$ cat config.mk
export PLATFORM = sky130hd
export DESIGN_NAME = rounded_rect_span_generator_top
export DESIGN_NICKNAME = d
export VERILOG_FILES = /design/src/design/rrsg_pkg.sv /design/src/design/rounded_rect_span_generator_top.sv /design/src/design/rrsg_front.sv /design/src/design/rrsg_fifo.sv /design/src/design/rrsg_back.sv
export SDC_FILE = /design/constraint.sdc
export NUM_CORES = 1
export LEC_CHECK = 0
export BUFFER_PORTS_ARGS = -buffer_cell sky130_fd_sc_hd__buf_2
export CORE_MARGIN = 1
export CORE_UTILIZATION = 28
export CTS_CLUSTER_SIZE = 10
export DETAILED_ROUTE_END_ITERATION = 8
export PLACE_DENSITY = 0.49
export SYNTH_ARGS = -nofsm -noshare
export SYNTH_HDL_FRONTEND = slang
export SYNTH_SLANG_ARGS = --single-unit
export TNS_END_PERCENT = 5
$ cat constraint.sdc
create_clock -name clk -period 11.8 [get_ports clk]
set_input_delay 1.18 -clock clk [delete_from_list [all_inputs] [get_ports clk]]
set_output_delay 1.18 -clock clk [all_outputs]
set_load 0.1 [all_outputs]
$ cat src/design/rrsg_pkg.sv
// Package for the rounded-rectangle span generator: widths, command
// record type, register indexes and reset values. No dependencies.
`default_nettype none

package rrsg_pkg;

  localparam int COORD_W   = 13;   // signed rectangle coordinates and sizes
  localparam int RADIN_W   = 8;    // signed requested radius
  localparam int RAD_W     = 5;    // clamped radius, at most 31
  localparam int COLOR_W   = 32;
  localparam int SCR_W     = 12;   // screen size and span origin
  localparam int SPAN_W    = 13;   // span width and height
  localparam int CFG_IDX_W = 1;

  localparam int MAX_RADIUS_DEF  = 31;
  localparam int QUEUE_DEPTH_DEF = 2;

  localparam logic [CFG_IDX_W-1:0] REG_SCREEN_WIDTH  = 1'd0;
  localparam logic [CFG_IDX_W-1:0] REG_SCREEN_HEIGHT = 1'd1;

  localparam logic [SCR_W-1:0] SCREEN_WIDTH_RST  = 12'd640;
  localparam logic [SCR_W-1:0] SCREEN_HEIGHT_RST = 12'd480;

  typedef enum logic [1:0] {
    CMD_EMPTY,
    CMD_SQUARE,
    CMD_ROUND
  } cmd_kind_t;

  typedef struct packed {
    cmd_kind_t                   kind;
    logic signed [COORD_W-1:0]   x;
    logic signed [COORD_W-1:0]   y;
    logic signed [COORD_W-1:0]   w;
    logic signed [COORD_W-1:0]   h;
    logic        [RAD_W-1:0]     r;
    logic        [COLOR_W-1:0]   color;
  } cmd_t;

endpackage

`default_nettype wire

$ cat src/design/rounded_rect_span_generator_top.sv
// Top level of the rounded-rectangle span generator: configuration
// registers, front end, command queue and span sequencer.
// Depends on rrsg_pkg, rrsg_front, rrsg_fifo and rrsg_back.
//
// Usage:
//   Fill commands enter on the in_ channel (valid/ready). Each command is a
//   rectangle, a requested corner radius and a packed pixel value. The block
//   answers with one or more spans on the out_ channel (valid/ready); the
//   final span of every command carries out_last_span.
//   Square corners, or a rectangle with no area, give exactly one span.
//   A rounded command with clamped radius r gives 1 + 2r spans: the middle
//   band, then the top and bottom span of each corner row.
//   Every span is clipped to screen_width x screen_height, set through the
//   cfg_ port (index 0 width, index 1 height); write them only while idle.
// Timing:
//   A command is taken into a short queue in the cycle it arrives, so
//   commands are accepted while earlier ones are still being expanded.
//   The span sequencer handles one command at a time: a single-span
//   command needs one span step, a rounded one a step of the inset search
//   per column plus square, search, top and bottom steps per row. The first
//   span passes through the queue, the command register and the output
//   register. A stalled receiver holds it and halts the sequencer at its
//   next span; the queue keeps taking commands until it is full.
// Reset:
//   rst_n low (synchronous) empties the queue, idles the sequencer, drops
//   out_valid and restores the screen size to 640 x 480.
`default_nettype none

module rounded_rect_span_generator_top import rrsg_pkg::*; #(
  parameter int MAX_RADIUS  = MAX_RADIUS_DEF,
  parameter int QUEUE_DEPTH = QUEUE_DEPTH_DEF
) (
  input  wire logic                      clk,
  input  wire logic                      rst_n,
  input  wire logic                      cfg_we,
  input  wire logic [CFG_IDX_W-1:0]      cfg_index,
  input  wire logic [SCR_W-1:0]          cfg_wdata,
  input  wire logic                      in_valid,
  output logic                           in_ready,
  input  wire logic signed [COORD_W-1:0] in_rect_left,
  input  wire logic signed [COORD_W-1:0] in_rect_top,
  input  wire logic signed [COORD_W-1:0] in_rect_width,
  input  wire logic signed [COORD_W-1:0] in_rect_height,
  input  wire logic signed [RADIN_W-1:0] in_corner_radius,
  input  wire logic        [COLOR_W-1:0] in_fill_color,
  output logic                           out_valid,
  input  wire logic                      out_ready,
  output logic [SCR_W-1:0]               out_span_x,
  output logic [SCR_W-1:0]               out_span_y,
  output logic [SPAN_W-1:0]              out_span_width,
  output logic [SPAN_W-1:0]              out_span_height,
  output logic [COLOR_W-1:0]             out_span_color,
  output logic                           out_span_empty,
  output logic                           out_last_span
);

  logic [SCR_W-1:0] screen_width_r;
  logic [SCR_W-1:0] screen_height_r;

  logic q_full;
  logic q_empty;
  logic q_push;
  logic q_pop;
  cmd_t q_in_cmd;
  cmd_t q_head_cmd;

  // Screen size registers; hold their value between writes.
  always_ff @(posedge clk) begin
    if (!rst_n) begin
      screen_width_r  <= SCREEN_WIDTH_RST;
      screen_height_r <= SCREEN_HEIGHT_RST;
    end else if (cfg_we) begin
      unique case (cfg_index)
        REG_SCREEN_WIDTH:  screen_width_r  <= cfg_wdata;
        REG_SCREEN_HEIGHT: screen_height_r <= cfg_wdata;
        default: begin
        end
      endcase
    end
  end

  // Clamp the radius and classify the command on the way into the queue.
  rrsg_front #(
    .MAX_RADIUS (MAX_RADIUS)
  ) u_front (
    .in_valid         (in_valid),
    .in_ready         (in_ready),
    .in_rect_left     (in_rect_left),
    .in_rect_top      (in_rect_top),
    .in_rect_width    (in_rect_width),
    .in_rect_height   (in_rect_height),
    .in_corner_radius (in_corner_radius),
    .in_fill_color    (in_fill_color),
    .q_full           (q_full),
    .q_push           (q_push),
    .q_cmd            (q_in_cmd)
  );

  // Decouple command intake from span output.
  rrsg_fifo #(
    .DEPTH (QUEUE_DEPTH)
  ) u_fifo (
    .clk      (clk),
    .rst_n    (rst_n),
    .push     (q_push),
    .push_cmd (q_in_cmd),
    .full     (q_full),
    .pop      (q_pop),
    .empty    (q_empty),
    .head_cmd (q_head_cmd)
  );

  // Expand each command into clipped spans; emit a span only when the output
  // register can take the next transfer.
  rrsg_back u_back (
    .clk             (clk),
    .rst_n           (rst_n),
    .q_empty         (q_empty),
    .q_head          (q_head_cmd),
    .q_pop           (q_pop),
    .screen_width    (screen_width_r),
    .screen_height   (screen_height_r),
    .out_valid       (out_valid),
    .out_ready       (out_ready),
    .out_span_x      (out_span_x),
    .out_span_y      (out_span_y),
    .out_span_width  (out_span_width),
    .out_span_height (out_span_height),
    .out_span_color  (out_span_color),
    .out_span_empty  (out_span_empty),
    .out_last_span   (out_last_span)
  );

endmodule

`default_nettype wire

$ cat src/design/rrsg_front.sv
// Front end: accepts fill commands, clamps the corner radius and classifies
// each command for the span sequencer. Depends on rrsg_pkg.
`default_nettype none

module rrsg_front import rrsg_pkg::*; #(
  parameter int MAX_RADIUS = MAX_RADIUS_DEF
) (
  input  wire logic                      in_valid,
  output logic                           in_ready,
  input  wire logic signed [COORD_W-1:0] in_rect_left,
  input  wire logic signed [COORD_W-1:0] in_rect_top,
  input  wire logic signed [COORD_W-1:0] in_rect_width,
  input  wire logic signed [COORD_W-1:0] in_rect_height,
  input  wire logic signed [RADIN_W-1:0] in_corner_radius,
  input  wire logic        [COLOR_W-1:0] in_fill_color,
  input  wire logic                      q_full,
  output logic                           q_push,
  output cmd_t                           q_cmd
);

  localparam logic signed [COORD_W-1:0] MAX_R = COORD_W'(MAX_RADIUS);

  logic signed [COORD_W-1:0] min_side;
  logic signed [COORD_W-1:0] limit;
  logic signed [COORD_W-1:0] r_clamp;
  logic                      no_area;

  assign in_ready = !q_full;
  assign q_push   = in_valid && !q_full;

  always_comb begin
    no_area  = (in_rect_width <= 0) || (in_rect_height <= 0);
    min_side = (in_rect_width < in_rect_height) ? in_rect_width : in_rect_height;
    limit    = min_side >>> 1;
    r_clamp  = {{(COORD_W-RADIN_W){in_corner_radius[RADIN_W-1]}}, in_corner_radius};
    if (r_clamp > limit) begin
      r_clamp = limit;
    end
    if (r_clamp > MAX_R) begin
      r_clamp = MAX_R;
    end

    q_cmd.x     = in_rect_left;
    q_cmd.y     = in_rect_top;
    q_cmd.w     = in_rect_width;
    q_cmd.h     = in_rect_height;
    q_cmd.color = in_fill_color;
    q_cmd.r     = r_clamp[RAD_W-1:0];
    if (no_area) begin
      q_cmd.kind = CMD_EMPTY;
    end else if (r_clamp <= 0) begin
      q_cmd.kind = CMD_SQUARE;
    end else begin
      q_cmd.kind = CMD_ROUND;
    end
  end

endmodule

`default_nettype wire

$ cat src/design/rrsg_fifo.sv
// Short command queue between the front end and the span sequencer.
// Depends on rrsg_pkg for the command record.
`default_nettype none

module rrsg_fifo import rrsg_pkg::*; #(
  parameter int DEPTH = QUEUE_DEPTH_DEF
) (
  input  wire logic clk,
  input  wire logic rst_n,
  input  wire logic push,
  input  wire cmd_t push_cmd,
  output logic      full,
  input  wire logic pop,
  output logic      empty,
  output cmd_t      head_cmd
);

  localparam int PTR_W = (DEPTH > 1) ? $clog2(DEPTH) : 1;
  localparam int CNT_W = $clog2(DEPTH + 1);
  localparam logic [PTR_W-1:0] LAST_PTR = PTR_W'(DEPTH - 1);
  localparam logic [CNT_W-1:0] FULL_CNT = CNT_W'(DEPTH);

  cmd_t             mem_r [DEPTH];
  logic [PTR_W-1:0] wr_ptr_r;
  logic [PTR_W-1:0] rd_ptr_r;
  logic [CNT_W-1:0] count_r;

  assign full     = (count_r == FULL_CNT);
  assign empty    = (count_r == '0);
  assign head_cmd = mem_r[rd_ptr_r];

  always_ff @(posedge clk) begin
    if (push) begin
      mem_r[wr_ptr_r] <= push_cmd;
    end
  end

  always_ff @(posedge clk) begin
    if (!rst_n) begin
      wr_ptr_r <= '0;
      rd_ptr_r <= '0;
      count_r  <= '0;
    end else begin
      if (push) begin
        wr_ptr_r <= (wr_ptr_r == LAST_PTR) ? '0 : wr_ptr_r + 1'b1;
      end
      if (pop) begin
        rd_ptr_r <= (rd_ptr_r == LAST_PTR) ? '0 : rd_ptr_r + 1'b1;
      end
      if (push && !pop) begin
        count_r <= count_r + 1'b1;
      end else if (pop && !push) begin
        count_r <= count_r - 1'b1;
      end
    end
  end

  a_count_bound: assert property (@(posedge clk) disable iff (!rst_n)
    count_r <= FULL_CNT) else $error("queue count beyond depth");

endmodule

`default_nettype wire

$ cat src/design/rrsg_back.sv
// Span sequencer: walks one command at a time, searches the corner insets
// row by row, clips each span to the screen and holds it in the output
// register. Depends on rrsg_pkg.
`default_nettype none

module rrsg_back import rrsg_pkg::*; (
  input  wire logic               clk,
  input  wire logic               rst_n,
  input  wire logic               q_empty,
  input  wire cmd_t               q_head,
  output logic                    q_pop,
  input  wire logic [SCR_W-1:0]   screen_width,
  input  wire logic [SCR_W-1:0]   screen_height,
  output logic                    out_valid,
  input  wire logic               out_ready,
  output logic [SCR_W-1:0]        out_span_x,
  output logic [SCR_W-1:0]        out_span_y,
  output logic [SPAN_W-1:0]       out_span_width,
  output logic [SPAN_W-1:0]       out_span_height,
  output logic [COLOR_W-1:0]      out_span_color,
  output logic                    out_span_empty,
  output logic                    out_last_span
);

  localparam int CW = 16;  // working width for unclipped span geometry

  localparam int ST_W = 3;
  localparam logic [ST_W-1:0] ST_IDLE  = 3'd0;
  localparam logic [ST_W-1:0] ST_FIRST = 3'd1;
  localparam logic [ST_W-1:0] ST_SQ    = 3'd2;
  localparam logic [ST_W-1:0] ST_SRCH  = 3'd3;
  localparam logic [ST_W-1:0] ST_TOP   = 3'd4;
  localparam logic [ST_W-1:0] ST_BOT   = 3'd5;

  typedef struct packed {
    logic [SCR_W-1:0]  x;
    logic [SCR_W-1:0]  y;
    logic [SPAN_W-1:0] w;
    logic [SPAN_W-1:0] h;
    logic              empty;
  } span_t;

  function automatic logic signed [CW-1:0] ext_c(input logic signed [COORD_W-1:0] v);
    return {{(CW-COORD_W){v[COORD_W-1]}}, v};
  endfunction

  function automatic span_t clip_span(
    input logic signed [CW-1:0] x,
    input logic signed [CW-1:0] y,
    input logic signed [CW-1:0] w,
    input logic signed [CW-1:0] h,
    input logic [SCR_W-1:0]     sw,
    input logic [SCR_W-1:0]     sh
  );
    logic signed [CW-1:0] cx;
    logic signed [CW-1:0] cy;
    logic signed [CW-1:0] cw;
    logic signed [CW-1:0] ch;
    logic signed [CW-1:0] swx;
    logic signed [CW-1:0] shx;
    logic                 e;
    span_t                s;
    cx  = x;
    cy  = y;
    cw  = w;
    ch  = h;
    swx = {{(CW-SCR_W){1'b0}}, sw};
    shx = {{(CW-SCR_W){1'b0}}, sh};
    e   = (w <= 0) || (h <= 0);
    if (!e) begin
      if (cx < 0) begin
        cw = cw + cx;
        cx = '0;
      end
      if (cy < 0) begin
        ch = ch + cy;
        cy = '0;
      end
      if (cx + cw > swx) begin
        cw = swx - cx;
      end
      if (cy + ch > shx) begin
        ch = shx - cy;
      end
      e = (cw <= 0) || (ch <= 0);
    end
    s.x     = e ? '0 : cx[SCR_W-1:0];
    s.y     = e ? '0 : cy[SCR_W-1:0];
    s.w     = e ? '0 : cw[SPAN_W-1:0];
    s.h     = e ? '0 : ch[SPAN_W-1:0];
    s.empty = e;
    return s;
  endfunction

  logic [ST_W-1:0]    state_r;
  cmd_t               cmd_r;
  logic [RAD_W-1:0]   dy_r;
  logic [RAD_W-1:0]   dx_r;
  logic [RAD_W:0]     oym_r;   // |2dy - 2r + 1|
  logic [RAD_W:0]     oxm_r;   // |2(dx-1) - 2r + 1|, the next column to test
  logic [2*RAD_W+1:0] oy2_r;
  logic [2*RAD_W+1:0] r4_r;

  logic                 out_valid_r;
  span_t                span_r;
  logic [COLOR_W-1:0]   color_r;
  logic                 last_r;

  logic                 out_free;
  logic                 emit;
  logic                 row_last;
  logic signed [CW-1:0] sp_x;
  logic signed [CW-1:0] sp_y;
  logic signed [CW-1:0] sp_w;
  logic signed [CW-1:0] sp_h;
  logic                 sp_last;
  logic signed [CW-1:0] r_c;
  logic signed [CW-1:0] dx_c;
  logic signed [CW-1:0] dy_c;
  logic [2*RAD_W+1:0]   ox2;
  logic [2*RAD_W+2:0]   dist2;
  logic                 inside_arc;
  logic [RAD_W:0]       r2;

  assign out_free = !out_valid_r || out_ready;
  assign emit     = out_free &&
                    (state_r == ST_FIRST || state_r == ST_TOP || state_r == ST_BOT);
  assign q_pop    = (state_r == ST_IDLE) && !q_empty;
  assign row_last = (dy_r == cmd_r.r - 1'b1);
  assign r2       = {cmd_r.r, 1'b0};

  // Circle test for the candidate column dx-1 against the current row.
  assign ox2        = (2*RAD_W+2)'(oxm_r) * (2*RAD_W+2)'(oxm_r);
  assign dist2      = {1'b0, ox2} + {1'b0, oy2_r};
  assign inside_arc = (dx_r != '0) && (dist2 <= {1'b0, r4_r});

  always_comb begin
    r_c     = {{(CW-RAD_W){1'b0}}, cmd_r.r};
    dx_c    = {{(CW-RAD_W){1'b0}}, dx_r};
    dy_c    = {{(CW-RAD_W){1'b0}}, dy_r};
    sp_x    = '0;
    sp_y    = '0;
    sp_w    = '0;
    sp_h    = '0;
    sp_last = 1'b0;
    if (state_r == ST_FIRST) begin
      unique case (cmd_r.kind)
        CMD_SQUARE: begin
          sp_x    = ext_c(cmd_r.x);
          sp_y    = ext_c(cmd_r.y);
          sp_w    = ext_c(cmd_r.w);
          sp_h    = ext_c(cmd_r.h);
          sp_last = 1'b1;
        end
        CMD_ROUND: begin
          sp_x = ext_c(cmd_r.x);
          sp_y = ext_c(cmd_r.y) + r_c;
          sp_w = ext_c(cmd_r.w);
          sp_h = ext_c(cmd_r.h) - (r_c <<< 1);
        end
        default: begin
          sp_last = 1'b1;
        end
      endcase
    end else begin
      sp_x = ext_c(cmd_r.x) + dx_c;
      sp_w = ext_c(cmd_r.w) - (dx_c <<< 1);
      sp_h = CW'(1);
      if (state_r == ST_BOT) begin
        sp_y    = ext_c(cmd_r.y) + ext_c(cmd_r.h) - CW'(1) - dy_c;
        sp_last = row_last;
      end else begin
        sp_y = ext_c(cmd_r.y) + dy_c;
      end
    end
  end

  // Sequencer.
  always_ff @(posedge clk) begin
    if (!rst_n) begin
      state_r <= ST_IDLE;
    end else begin
      unique case (state_r)
        ST_IDLE: begin
          if (!q_empty) begin
            state_r <= ST_FIRST;
          end
        end
        ST_FIRST: begin
          if (emit) begin
            state_r <= (cmd_r.kind == CMD_ROUND) ? ST_SQ : ST_IDLE;
          end
        end
        ST_SQ: begin
          state_r <= ST_SRCH;
        end
        ST_SRCH: begin
          if (!inside_arc) begin
            state_r <= ST_TOP;
          end
        end
        ST_TOP: begin
          if (emit) begin
            state_r <= ST_BOT;
          end
        end
        ST_BOT: begin
          if (emit) begin
            state_r <= row_last ? ST_IDLE : ST_SQ;
          end
        end
        default: begin
          state_r <= ST_IDLE;
        end
      endcase
    end
  end

  // Command and corner-walk registers.
  always_ff @(posedge clk) begin
    if (q_pop) begin
      cmd_r <= q_head;
    end
    if (state_r == ST_FIRST && emit) begin
      dy_r  <= '0;
      dx_r  <= cmd_r.r;
      oym_r <= r2 - 1'b1;
      oxm_r <= (RAD_W+1)'(1);
      r4_r  <= (2*RAD_W+2)'(r2) * (2*RAD_W+2)'(r2);
    end
    if (state_r == ST_SQ) begin
      oy2_r <= (2*RAD_W+2)'(oym_r) * (2*RAD_W+2)'(oym_r);
    end
    if (state_r == ST_SRCH && inside_arc) begin
      dx_r  <= dx_r - 1'b1;
      oxm_r <= oxm_r + (RAD_W+1)'(2);
    end
    if (state_r == ST_BOT && emit && !row_last) begin
      dy_r  <= dy_r + 1'b1;
      oym_r <= oym_r - (RAD_W+1)'(2);
    end
  end

  // Output register.
  always_ff @(posedge clk) begin
    if (!rst_n) begin
      out_valid_r <= 1'b0;
    end else if (emit) begin
      out_valid_r <= 1'b1;
    end else if (out_ready) begin
      out_valid_r <= 1'b0;
    end
  end

  always_ff @(posedge clk) begin
    if (emit) begin
      span_r  <= clip_span(sp_x, sp_y, sp_w, sp_h, screen_width, screen_height);
      color_r <= cmd_r.color;
      last_r  <= sp_last;
    end
  end

  assign out_valid       = out_valid_r;
  assign out_span_x      = span_r.x;
  assign out_span_y      = span_r.y;
  assign out_span_width  = span_r.w;
  assign out_span_height = span_r.h;
  assign out_span_color  = color_r;
  assign out_span_empty  = span_r.empty;
  assign out_last_span   = last_r;

  a_inset_bound: assert property (@(posedge clk) disable iff (!rst_n)
    state_r == ST_SRCH |-> dx_r <= cmd_r.r) else $error("corner inset beyond radius");

  a_last_ends_cmd: assert property (@(posedge clk) disable iff (!rst_n)
    emit && sp_last |=> state_r == ST_IDLE) else $error("last span did not end command");

  a_row_in_range: assert property (@(posedge clk) disable iff (!rst_n)
    (state_r == ST_TOP || state_r == ST_BOT) |-> cmd_r.kind == CMD_ROUND && dy_r < cmd_r.r)
    else $error("corner row outside radius");

endmodule

`default_nettype wire
# == Word-level counts from Yosys, hierarchy flattened ==
# Memories as Yosys holds them, arrays and structs flattened. A register that Yosys moved wholly into a read port is not among the register bits.
# Index checks and enable logic that the tools add are counted.
# classes
mux,65
mul,3
reduce_logical,33
magnitude_cmp,15
n_bitwise,1
eq_ne,14
n_addsub,25
# op_table
op,n
$mux 16,25
$mux 13,5
$add 16x16->16,4
$le 16x1->1 const B,4
$pmux 16 s2,2
$add 13x6->14,3
$le 13x1->1 const B,3
$gt 16x13->1,2
$lt 16x1->1 const B,2
$sub 13x16->16,2
$sub 13x7->14,2
$mul 6x6->12,2
$mux 12,2
$mux 6,4
$mux 5,4
$pmux 3 s6,1
$sub 16x2->16 const B,1
$sub 16x6->16,1
$mux 3,5
$add 13x13->14,1
$add 12x12->13,1
$gt 13x6->1 const B,1
$le 13x12->1,1
$lt 13x13->1,1
other kinds (31),77
# totals
wordCells,177
input_bits,110
out_inout_bits,86
ram_bits,182
register_bits,160
memories,1
# memory_table
name,words,width,rd,rd_clocked_by_memory_dff,write_ports,line,text
u_fifo.mem_r,2,91,1,1,1,rrsg_fifo.sv:23,cmd_t mem_r [DEPTH];

# == Logic depth before layout (Yosys ltp) ==
# Gate-level depths: netlist (run 1).
# depth
word_depth,18
mapped_depth,39
depth_no_buf,37

# == Cells and area by module ==
# From an unflattened synthesis (run 1), not the netlist that was laid out.
# hier_totals
cells_unflattened,2710
hier_area_um2,28997.8
# by_module_without_submodules
mod,area_each_um2,n_inst,seq_area_each_um2,cells_each
rrsg_back,19486.2,1,6506.2,2070
rrsg_fifo,6817.8,1,5565.3,305
rrsg_front,1724.2,1,0.0,235
rounded_rect_span_generator_top,969.7,1,480.5,100

# == Worst setup path after synthesis (run 1) ==
# OpenSTA, ideal clock, no wires.
# synth_path
kind,flip-flop to flip-flop
from,register u_back.cmd_r[63] (netlist name)
to,"register u_back.span_r, in the netlist u_back.out_span_height[1] (data pin)"
period_less_slack_ns,7.429
arrival_ns,7.168
setup_ns,0.261
path_buffers,3
required_time_ns,11.539
stages_incl_launch_ff,35
slack_ns,4.371
cell_sequence,edfxtp_1 > ha_1 > fa_1 > ha_1 > a21o_1 > a21o_1 > a21o_1 > a21oi_1 > nand3_2 > or4b_4 > a21o_1 > clkbuf_1 > clkbuf_1 > nand2_1 > inv_1 > ha_1 > or4_1 > nand3_1 > o21ai_0 > nand3_1 > nand2_1 > xor2_1 > ha_1 > a21oi_1 > o21ai_0 > a2111oi_0 > a21oi_1 > nor2_1 > nand4_1 > a21boi_0 > mux2_4 > o32ai_4 > nand4_2 > buf_2 > nor2_1
# synth_between
elab_chain_len,18
word_cells_on_any_way,27
cone_classes,add/sub (8); order compare (3); mux (15); reduce/logical (1)
# synth_lines
element,line,text
$add 13x13->14,rrsg_back.sv:170,sp_y = ext_c(cmd_r.y) + ext_c(cmd_r.h) - CW'(1) - dy_c;
$sub 16x2->16,rrsg_back.sv:170,
$sub 16x6->16,rrsg_back.sv:170,
$mux 16,rrsg_back.sv:169,if (state_r == ST_BOT) begin
$mux 16 *,rrsg_back.sv:146,if (state_r == ST_FIRST) begin
$add 16x16->16 or $lt 16x1->1 (tied branches),"rrsg_back.sv:76, rrsg_back.sv:75",
$mux 16,rrsg_back.sv:75,if (cy < 0) begin
$mux 16,rrsg_back.sv:70,if (!e) begin
[... 2 more ...],-,
$gt 16x13->1,rrsg_back.sv:82,if (cy + ch > shx) begin
$mux 16 *,rrsg_back.sv:82,
$mux 16 *,rrsg_back.sv:70,
$mux 16 *,rrsg_back.sv:256,if (emit) begin
$le 16x1->1,rrsg_back.sv:85,e = (cw <= 0) || (ch <= 0);
$logic_or 1x1->1,rrsg_back.sv:85,
$mux 1,rrsg_back.sv:70,
$mux 1,rrsg_back.sv:256,
to (signal assigned),rrsg_back.sv:257,"span_r <= clip_span(sp_x, sp_y, sp_w, sp_h, screen_width, screen_height);"
to (decl),rrsg_back.sv:105,span_t span_r;
# Mark *: on every way between the ends. The rest lies on a longest branch, timed or not. The select of a mux whose other input is x is not followed.
# A chain may end at the register's enable or synchronous reset.

# == Worst setup path in the final report (run 1) ==
# layout_path
from,register u_back.cmd_r[63] (netlist name)
to,"register u_back.span_r, in the netlist u_back.out_span_y[8] (data pin)"
# layout_between
elab_chain_len,18
word_cells_on_any_way,27
cone_classes,add/sub (8); order compare (3); mux (15); reduce/logical (1)
# layout_lines
element,line
$add 13x13->14,rrsg_back.sv:170
$sub 16x2->16,rrsg_back.sv:170
$sub 16x6->16,rrsg_back.sv:170
$mux 16,rrsg_back.sv:169
$mux 16 *,rrsg_back.sv:146
$add 16x16->16 or $lt 16x1->1 (tied branches),"rrsg_back.sv:76, rrsg_back.sv:75"
$mux 16,rrsg_back.sv:75
$mux 16,rrsg_back.sv:70
[... 2 more ...],-
$gt 16x13->1,rrsg_back.sv:82
$mux 16,rrsg_back.sv:82
$mux 16,rrsg_back.sv:70
$mux 16,rrsg_back.sv:256
$le 16x1->1,rrsg_back.sv:85
$logic_or 1x1->1,rrsg_back.sv:85
$mux 1,rrsg_back.sv:70
$mux 1,rrsg_back.sv:256
# Marks and branches as above.

==> impl_metrics.env, run 1 <==
export IMPL_status="finished clean"
export IMPL_dp_cells=3956
export IMPL_post_route_period_util_pct=79.5
export IMPL_row_count=114
export IMPL_area_delta_synth_final_pct=14.8
export IMPL_die_w_microns=316
export IMPL_yosys_top_cells_area="edfxtp_1, ha_1, mux2_2"
export IMPL_final_hold_viol_count=0
export IMPL_worst_pin_slew_ns=1.13
export IMPL_finalWirelength_microns=78600
export IMPL_max_cap_violations=0
export IMPL_grt_util_all_layers_pct=15.7
export IMPL_grt_max_degree=66
export IMPL_crit_family="compound AO/OA/AOI/OAI gates"
export IMPL_ys_top_cells_by_count="edfxtp_1, ha_1, inv_1, nand2_1, nor2_1"
export IMPL_netlist_instances=2537
export IMPL_grt_ovfl_total=0
export IMPL_fin_area_sq_um=31700
export IMPL_cts_made_buffers=52
export IMPL_start_kind="flop"
export IMPL_critical_path_endpoint_type="flop"
export IMPL_drtIter0Drc=1122
export IMPL_yosysWarnings=0
export IMPL_die_y_microns=316
export IMPL_crit_cells=35
export IMPL_synthArstFlopShare_pct=0
export IMPL_detail_route_antenna_nets=0
export IMPL_cts_resized_gates=0
export IMPL_design_core_area_sq_um=97100
export IMPL_yosysUniqueCellTypes=98
export IMPL_yosysTopAreaCell="edfxtp_1"
export IMPL_clk_latency_ns=0.62
export IMPL_tns_ns=0
export IMPL_multiInputGateArea_sq_um=14100
export IMPL_cts_hold_buffers=0
export IMPL_first_global_vias=19700
export IMPL_yosysSeqAreaShare_pct=45.4
export IMPL_cts_sink_count=428
export IMPL_maxSlewViolCount=0
export IMPL_cts_htree_levels=2
export IMPL_synth_edf_count=396
export IMPL_critical_path_class="reg -> reg"
export IMPL_drive_above_1_share_pct=16.4
export IMPL_fin_util_pct=32.6
export IMPL_vias=19800
export IMPL_worstHoldPathCells=0
export IMPL_critPathArrivalTime_ns=9.83
export IMPL_seq_area_sq_um=12500
export IMPL_start_util_pct=28.4
export IMPL_synth_ff_type="edfxtp_1"
export IMPL_fmax_mhz=107
export IMPL_synth_most_common_cell="edfxtp_1"
export IMPL_cts_buffer_depth=3
export IMPL_ys_ff_latch=428
export IMPL_port_buffers=195
export IMPL_synth_area_sq_um=27600
export IMPL_firstDrtPassIters=5
export IMPL_yosys_area_top_type_share_pct=43.1
export IMPL_max_slew_margin_pct=23.0
export IMPL_crit_fanout=23
export IMPL_antenna_found_initial=20
export IMPL_r2r_cells=35
export IMPL_grt_pass1_wl_microns=120000
export IMPL_post_route_min_period_ns=9.38
export IMPL_cts_setup_buffers=0
export IMPL_postSynthAreaPerCell_sq_um=10.9
export IMPL_finClkSkew_ns=0.0380
export IMPL_clkSlewWorstSetupHoldPaths_ns=0.06
export IMPL_final_cells=4045
export IMPL_cts_tree="built"
export IMPL_grt_setup_unrepaired="no"
export IMPL_cp_slowest_stage_delay_ns=0.77
export IMPL_clockRootBuffer="clkbuf_16"
export IMPL_hold_class="reg -> reg"
export IMPL_place_gp_congestion=0.893
export IMPL_wl_per_cell_microns=19.4
export IMPL_slowest_stage="nand4_2"
export IMPL_final_nets=3118
export IMPL_synth_nets=2921
export IMPL_worstPathBufferInverterCount=1
export IMPL_fillers=9831
export IMPL_place_hpwl_microns=60600
export IMPL_place_area_sq_um=30100
export IMPL_drcViolationCount=0
export IMPL_setup_viol=0
export IMPL_ios=196
export IMPL_vias_per_cell=4.89
export IMPL_required_ns=12.25
export IMPL_die_area_sq_um=99900
## placed cells by master, fill, tap and decap left out, types with 18 or more instances in the layout
cell | netlist | routed
a211oi_1 | 19 | 19
a21boi_0 | 25 | 25
a21o_1 | 55 | 55
a21oi_1 | 131 | 131
a31oi_1 | 22 | 22
and2_1 | 19 | 19
buf_2 | 6 | 195
buf_4 | 2 | 18
clkbuf_1 | 58 | 23
clkbuf_16 | 0 | 55
dfxtp_1 | 32 | 31
edfxtp_1 | 396 | 396
fa_1 | 39 | 39
ha_1 | 235 | 235
inv_1 | 197 | 196
mux2_2 | 101 | 101
mux2i_1 | 34 | 34
nand2_1 | 197 | 197
nand2b_1 | 23 | 23
nand3_1 | 49 | 49
nor2_1 | 167 | 165
nor2b_1 | 37 | 37
nor3_1 | 49 | 49
nor3_2 | 26 | 26
o211ai_1 | 24 | 24
o21a_1 | 37 | 37
o21ai_0 | 111 | 111
o21bai_1 | 18 | 18
o31ai_1 | 18 | 18
or3_1 | 18 | 18
xnor2_1 | 105 | 105
xor2_1 | 51 | 51
## area by class of cell
class                           instances  area share (%)
Inverter                              199            2.36
Multi-Input combinational cell       1840            44.4
Clock buffer                           79            4.66
Sequential cell                       428            39.5
Clock inverter                          8           0.529
Antenna cell                            2          0.0158
Timing Repair Buffer                  213            3.50
Tap cell                             1276            5.04
## path summary, 6_finish.rpt
kind	to	startpoint	slack [ns]
min	u_back.out_span_color[13]	u_back.cmd_r[13]	0.42
max reg2reg	u_back.out_span_y[8]	u_back.cmd_r[63]	2.42
max	u_back.out_span_y[8]	u_back.cmd_r[63]	2.42
min reg2reg	u_back.out_span_color[13]	u_back.cmd_r[13]	0.42
## worst reg2reg max path, delay by kind of cell (launching register included)
kind                       cells  cell delay (ns)
buffers and inverters          1             0.54
AOI/OAI and AO/OA             17             3.81
xor gates and xnor gates       3             0.48
and+or+nand+nor                8             1.86
adders and majority gates      6             2.11
DFF                            1             0.45
## registers in the layout, indices dropped and copies added, names as in the netlist, 10 cells and up
name and count:
u_back.oy2_r 10, u_back.out_span_width 13, u_back.out_span_height 13, u_fifo.mem_r 182, screen_width_r 12, u_back.cmd_r 91, u_back.out_span_x 12, u_back.out_span_y 12
u_back.out_span_color 32, screen_height_r 12
## cells by family (layout without fill, tap and decap cells)
kind of cell / count (synthesis) / count (layout) / synth area share [%]
AOI/OAI and AO/OA: 576 / 576 / 14.1
xor gates and xnor gates: 156 / 156 / 4.95
adders and majority gates: 274 / 274 / 13.5
buffers and inverters: 269 / 499 / 3.78
DFF: 428 / 428 / 45.4
muxes: 136 / 136 / 5.41
other: 1 / 3 / 0.0136
and+or+nand+nor: 697 / 697 / 12.9
## layer usage
layer | part of all wire, % | global-route usage, % | up-vias
met5 | 0.25 | 0 | -
met3 | 6.4 | 3.82 | 126
met2 | 47 | 26.1 | 484
li1 | - | - | 9763
met4 | 2.1 | 3.78 | 32
met1 | 45 | 20.3 | 9378
## stage by stage
step	hold slack [ns]	setup WS, ns
after floorplan	0.400	4.37
after global placement	0.401	2.58
after detailed placement	0.406	2.41
after CTS	0.416	2.39
after global routing	0.425	1.45
final	0.418	2.42
Power of run 1 is not shown: default switching activity piles up to over one toggle a cycle in this logic, so the estimate is an artifact.
==> run 2, diff against run 1 <==
--- a/config.mk
+++ b/config.mk
@@ -10,7 +10,7 @@
 export CORE_UTILIZATION = 28
 export CTS_CLUSTER_SIZE = 10
 export DETAILED_ROUTE_END_ITERATION = 8
-export PLACE_DENSITY = 0.49
+export PLACE_DENSITY = 0.51
 export SYNTH_ARGS = -nofsm -noshare
 export SYNTH_HDL_FRONTEND = slang
 export SYNTH_SLANG_ARGS = --single-unit
==> constraint.sdc (replaced) <==
create_clock -name clk -period 8.3 [get_ports clk]
set_input_delay 0.83 -clock clk [delete_from_list [all_inputs] [get_ports clk]]
set_output_delay 0.83 -clock clk [all_outputs]
set_load 0.1 [all_outputs]
==> run 2 against run 1 <==
  * Via count up 1.6%
  * Wire length increased by 0.88%
  * Hold slack got worse by 0.0050 ns
  * Highest routed layer unchanged
  * Final cell count is 1.2% higher
  * Fmax rose by 19%
  * Critical path depth fell by 2
  * First-iteration DRC count is 4.7% lower
  * Non-clock buffer count grew 62
  * Design area rose by 1.6%
==> impl_metrics.env, run 2 (synthesis results as in run 1) <==
export IMPL_tns_ns=0
export IMPL_largest_reg_flops=182
export IMPL_max_cap_violations=0
export IMPL_vias=20100
export IMPL_crit_fanout=22
export IMPL_port_buffers=195
export IMPL_clockRootBuffer="clkbuf_16"
export IMPL_drtIter0Drc=1069
export IMPL_post_route_min_period_ns=7.90
export IMPL_finalWorstSetupSlack_ns=0.405
export IMPL_antenna_found_initial=17
export IMPL_cts_sink_count=428
export IMPL_finClkSkew_ns=0.0239
export IMPL_worst_pin_slew_ns=1.04
export IMPL_antenna_cells=0
export IMPL_die_y_microns=316
export IMPL_fmax_mhz=127
export IMPL_drcViolationCount=0
export IMPL_start_util_pct=28.4
export IMPL_max_slew_margin_pct=29.1
export IMPL_finalWirelength_microns=79200
export IMPL_start_kind="flop"
export IMPL_first_global_vias=19800
export IMPL_final_hold_viol_count=0
export IMPL_place_hpwl_microns=61600
export IMPL_regMostFlops="u_fifo.mem_r"
export IMPL_design_core_area_sq_um=97100
export IMPL_die_area_sq_um=99900
export IMPL_post_route_period_util_pct=95.1
export IMPL_wl_per_cell_microns=19.4
export IMPL_status="finished clean"
export IMPL_cts_tree="built"
export IMPL_required_ns=8.66
export IMPL_worstPathBufferInverterCount=4
export IMPL_cts_buffer_depth=3
export IMPL_cts_made_buffers=52
export IMPL_detail_route_antenna_nets=0
export IMPL_fin_area_sq_um=32200
export IMPL_area_delta_synth_final_pct=16.6
export IMPL_critPathArrivalTime_ns=8.25
export IMPL_row_count=114
export IMPL_final_nets=3180
export IMPL_clkSlewWorstSetupHoldPaths_ns=0.06
export IMPL_vias_per_cell=4.91
export IMPL_fillers=9812
export IMPL_maxSlewViolCount=0
export IMPL_critical_path_endpoint_type="flop"
export IMPL_slowest_stage="or4b_4"
export IMPL_dp_slack_ns=-0.0215
export IMPL_place_gp_congestion=0.912
export IMPL_grt_max_degree=74
export IMPL_grt_pass1_wl_microns=119000
export IMPL_grt_util_all_layers_pct=15.6
export IMPL_firstDrtPassIters=6
export IMPL_layout_common_cells="edfxtp_1, ha_1, nand2_1"
export IMPL_setup_viol=0
export IMPL_drive_above_1_share_pct=18.8
export IMPL_mostFrequentLayoutCell="edfxtp_1"
export IMPL_grt_ovfl_total=0
export IMPL_cp_slowest_stage_delay_ns=0.64
export IMPL_clk_latency_ns=0.61
export IMPL_cts_htree_levels=2
export IMPL_place_area_sq_um=30500
export IMPL_ios=196
export IMPL_crit_family="simple AND/OR/NAND/NOR gates"
export IMPL_cts_hold_buffers=0
export IMPL_critical_path_class="reg -> reg"
export IMPL_hold_class="reg -> reg"
export IMPL_die_w_microns=316
## run 2: cell count changes in the layout (fill, tap and decap cells not counted), sizes merged
cell | before | now
clkbuf | 79 | 65
clkinvlp | 0 | 1
buf | 213 | 274
clkinv | 6 | 11
diode | 2 | 0
bufinv | 3 | 1
## run 2: path summary, 6_finish.rpt
path | start | to | slack, ns | cells past startpoint
worst min-delay path | u_back.cmd_r[5] | u_back.out_span_color[5] | 0.41 | 0
worst max-delay path | u_back.cmd_r[37] | u_back.out_span_empty | 0.40 | 33
worst min register to register | u_back.cmd_r[5] | u_back.out_span_color[5] | 0.41 | 0
worst max register to register | u_back.cmd_r[37] | u_back.out_span_empty | 0.40 | 33
## run 2: metrics by stage
stage	util, %	hold slack [ns]	instances
3_5_place_dp	31.4	0.405	4016
4_1_cts	33.0	0.382	4092
6_report	33.1	0.413	4094
5_1_grt	33.1	0.395	4094
2_1_floorplan	-	0.400	2537
3_3_place_gp	31.4	0.402	4016
## run 2: timing repair
item                       CTS  global route
gates resized for setup      1            26
setup buffers                0             1
setup endpoints to repair   11            51
cloned                       0             1
## run 2: layer usage
| layer | GRT usage, % | vias up | wire (microns) | share of wire (%) |
|---|---|---|---|---|
| li1 | - | 9878 | - | - |
| met1 | 20.2 | 9624 | 35700 | 45 |
| met2 | 26.0 | 418 | 36800 | 46 |
| met3 | 3.52 | 149 | 4410 | 5.6 |
| met4 | 4.41 | 34 | 2090 | 2.6 |
| met5 | 0 | - | 229 | 0.29 |
## run 2: final cells by class
cell class	count	area [sq um]	area share (%)
inverters	199	749	2.33
clock buffers	64	1420	4.41
flip-flops and latches	428	12500	38.9
multi-input cells	1840	14100	43.9
clock inverters	12	116	0.361
well taps	1276	1600	4.96
repair buffers	275	1640	5.08
Power of run 2 is left out for the same reason.
==> run 3, diff against run 2 <==
--- a/config.mk
+++ b/config.mk
@@ -10,7 +10,7 @@
 export CORE_UTILIZATION = 28
 export CTS_CLUSTER_SIZE = 10
 export DETAILED_ROUTE_END_ITERATION = 8
-export PLACE_DENSITY = 0.51
+export PLACE_DENSITY_LB_ADDON = 0.3
 export SYNTH_ARGS = -nofsm -noshare
 export SYNTH_HDL_FRONTEND = slang
 export SYNTH_SLANG_ARGS = --single-unit
==> run 3 against run 2 <==
  * Via count decreased by 0.38%
  * Sequential share of layout area about the same
  * Count of clock-buffer cells in the layout increased by 10
  * Wire length decreased by 0.50%
==> impl_metrics.env, run 3 (synthesis results as in run 1) <==
export IMPL_status="finished clean"
export IMPL_fmax_mhz=128
export IMPL_cts_buffer_depth=3
export IMPL_r2r_setup_slack_ns=0.46
export IMPL_design_core_area_sq_um=97100
export IMPL_grt_max_degree=59
export IMPL_final_hold_viol_count=0
export IMPL_wl_per_cell_microns=19.2
export IMPL_clkSlewWorstSetupHoldPaths_ns=0.06
export IMPL_row_count=114
export IMPL_first_global_vias=19900
export IMPL_die_w_microns=316
export IMPL_die_y_microns=316
export IMPL_critical_path_class="reg -> reg"
export IMPL_crit_fanout=6
export IMPL_final_nets=3173
export IMPL_r2r_cells=31
export IMPL_finClkSkew_ns=0.0425
export IMPL_vias=20000
export IMPL_antenna_found_initial=19
export IMPL_cts_made_buffers=52
export IMPL_hp_start="in_rect_top[5]"
export IMPL_slowest_stage="edfxtp_1"
export IMPL_seq_area_sq_um=12500
export IMPL_timing_hold_ws_ns=0.399
export IMPL_critical_path_endpoint_type="flop"
export IMPL_clockRootBuffer="clkbuf_16"
export IMPL_holdPathEnd="u_fifo.mem_r[0][68]"
export IMPL_cts_htree_levels=2
export IMPL_layout_common_cells="edfxtp_1, ha_1, nand2_1"
export IMPL_firstDrtPassIters=5
export IMPL_grt_util_all_layers_pct=15.6
export IMPL_finalWirelength_microns=78800
export IMPL_worstHoldPathCells=1
export IMPL_fillers=9811
export IMPL_grt_ovfl_total=0
export IMPL_drive_above_1_share_pct=18.6
export IMPL_detail_route_antenna_nets=0
export IMPL_cts_sink_count=428
export IMPL_max_cap_violations=0
export IMPL_max_slew_margin_pct=31.4
export IMPL_ios=196
export IMPL_start_util_pct=28.4
export IMPL_setup_viol=0
export IMPL_area_delta_synth_final_pct=16.6
export IMPL_worst_pin_slew_ns=1.00
export IMPL_hold_class="in -> reg"
export IMPL_drcViolationCount=0
export IMPL_post_route_period_util_pct=94.5
export IMPL_die_area_sq_um=99900
export IMPL_regMostFlops="u_fifo.mem_r"
export IMPL_critPathArrivalTime_ns=8.20
export IMPL_vias_per_cell=4.89
export IMPL_path_common_cell="ha_1"
export IMPL_maxSlewViolCount=0
export IMPL_mostFrequentLayoutCell="edfxtp_1"
export IMPL_required_ns=8.66
export IMPL_place_hpwl_microns=60500
export IMPL_rr_startpoint="u_back.cmd_r[76]"
export IMPL_clk_latency_ns=0.62
export IMPL_drtIter0Drc=1200
export IMPL_largest_reg_flops=182
export IMPL_cts_tree="built"
export IMPL_cp_slowest_stage_delay_ns=0.54
export IMPL_multiInputGateArea_sq_um=14200
export IMPL_grt_pass1_wl_microns=119000
export IMPL_post_route_min_period_ns=7.84
export IMPL_r2r_end="u_back.out_span_x[8]"
export IMPL_place_gp_congestion=0.900
export IMPL_start_kind="flop"
export IMPL_port_buffers=195
## run 3: changes by cell type in the layout (fill, tap and decap cells not counted), sizes merged
cell    before  now
buf        274  267
diode        0    1
inv        198  199
clkinv      11   10
bufinv       1    0
clkbuf      65   75
## run 3: area by class of cell
cell class	instances	area share [%]
multi-input combinational	1840	44.1
sequential	428	38.9
tap	1276	4.96
timing repair buffer	268	4.89
clock buffer	74	4.46
inverter	199	2.33
clock inverter	11	0.342
antenna	1	0.00777
## run 3: worst max path at each step
| stage | from | endpoint | slack [ns] | depth (start not counted) |
|---|---|---|---|---|
| 2_1_floorplan | u_back.cmd_r[63] | u_back.out_span_height[1] | 0.87 | 34 |
| 3_3_place_gp | u_back.cmd_r[37] | u_back.out_span_empty | 0.11 | 35 |
| 3_5_place_dp | u_back.cmd_r[37] | u_back.out_span_empty | 0.1 | 35 |
| 4_1_cts | u_back.cmd_r[37] | u_back.out_span_empty | 0.05 | 35 |
| 5_1_grt | u_back.cmd_r[37] | u_back.out_span_empty | -0.04 | 34 |
| 6_report | u_back.cmd_r[76] | u_back.out_span_x[8] | 0.46 | 31 |
## run 3: timing repair
action / 4_1_cts / 5_1_grt
buffers inserted: 0 / 5
hold buffers: 0 / 0
endpoints found under the setup margin: 0 / 51
resized for setup: 0 / 31
## run 3: critical path: cells and delay by family (launching register included)
family | cells | cell delay, ns
simple gates | 9 | 1.87
xor+xnor | 2 | 0.28
flops | 1 | 0.54
compound gates | 11 | 2.12
mux | 2 | 0.72
fa+ha+maj | 5 | 1.73
buf+inv | 2 | 0.29
## run 3: routing by layer
layer | track usage (%) | wire, microns
met5 | 0 | 235
met4 | 5.69 | 2770
met3 | 3.90 | 4930
met2 | 25.3 | 36000
met1 | 20.0 | 34900
## run 3: per-stage QoR
step	setup slack (ns)	util, %	cells	setup TNS (ns)	cell area [sq um]
final	0.459	33.1	4097	0	32200
after global routing	-0.0420	33.1	4097	-0.0885	32200
after CTS	0.0476	32.9	4088	0	32000
after detailed placement	0.0953	31.3	4003	0	30400
after global placement	0.114	31.3	4003	0	30400
after floorplan	0.871	-	2537	0	27600
Power of run 3 is left out for the same reason.
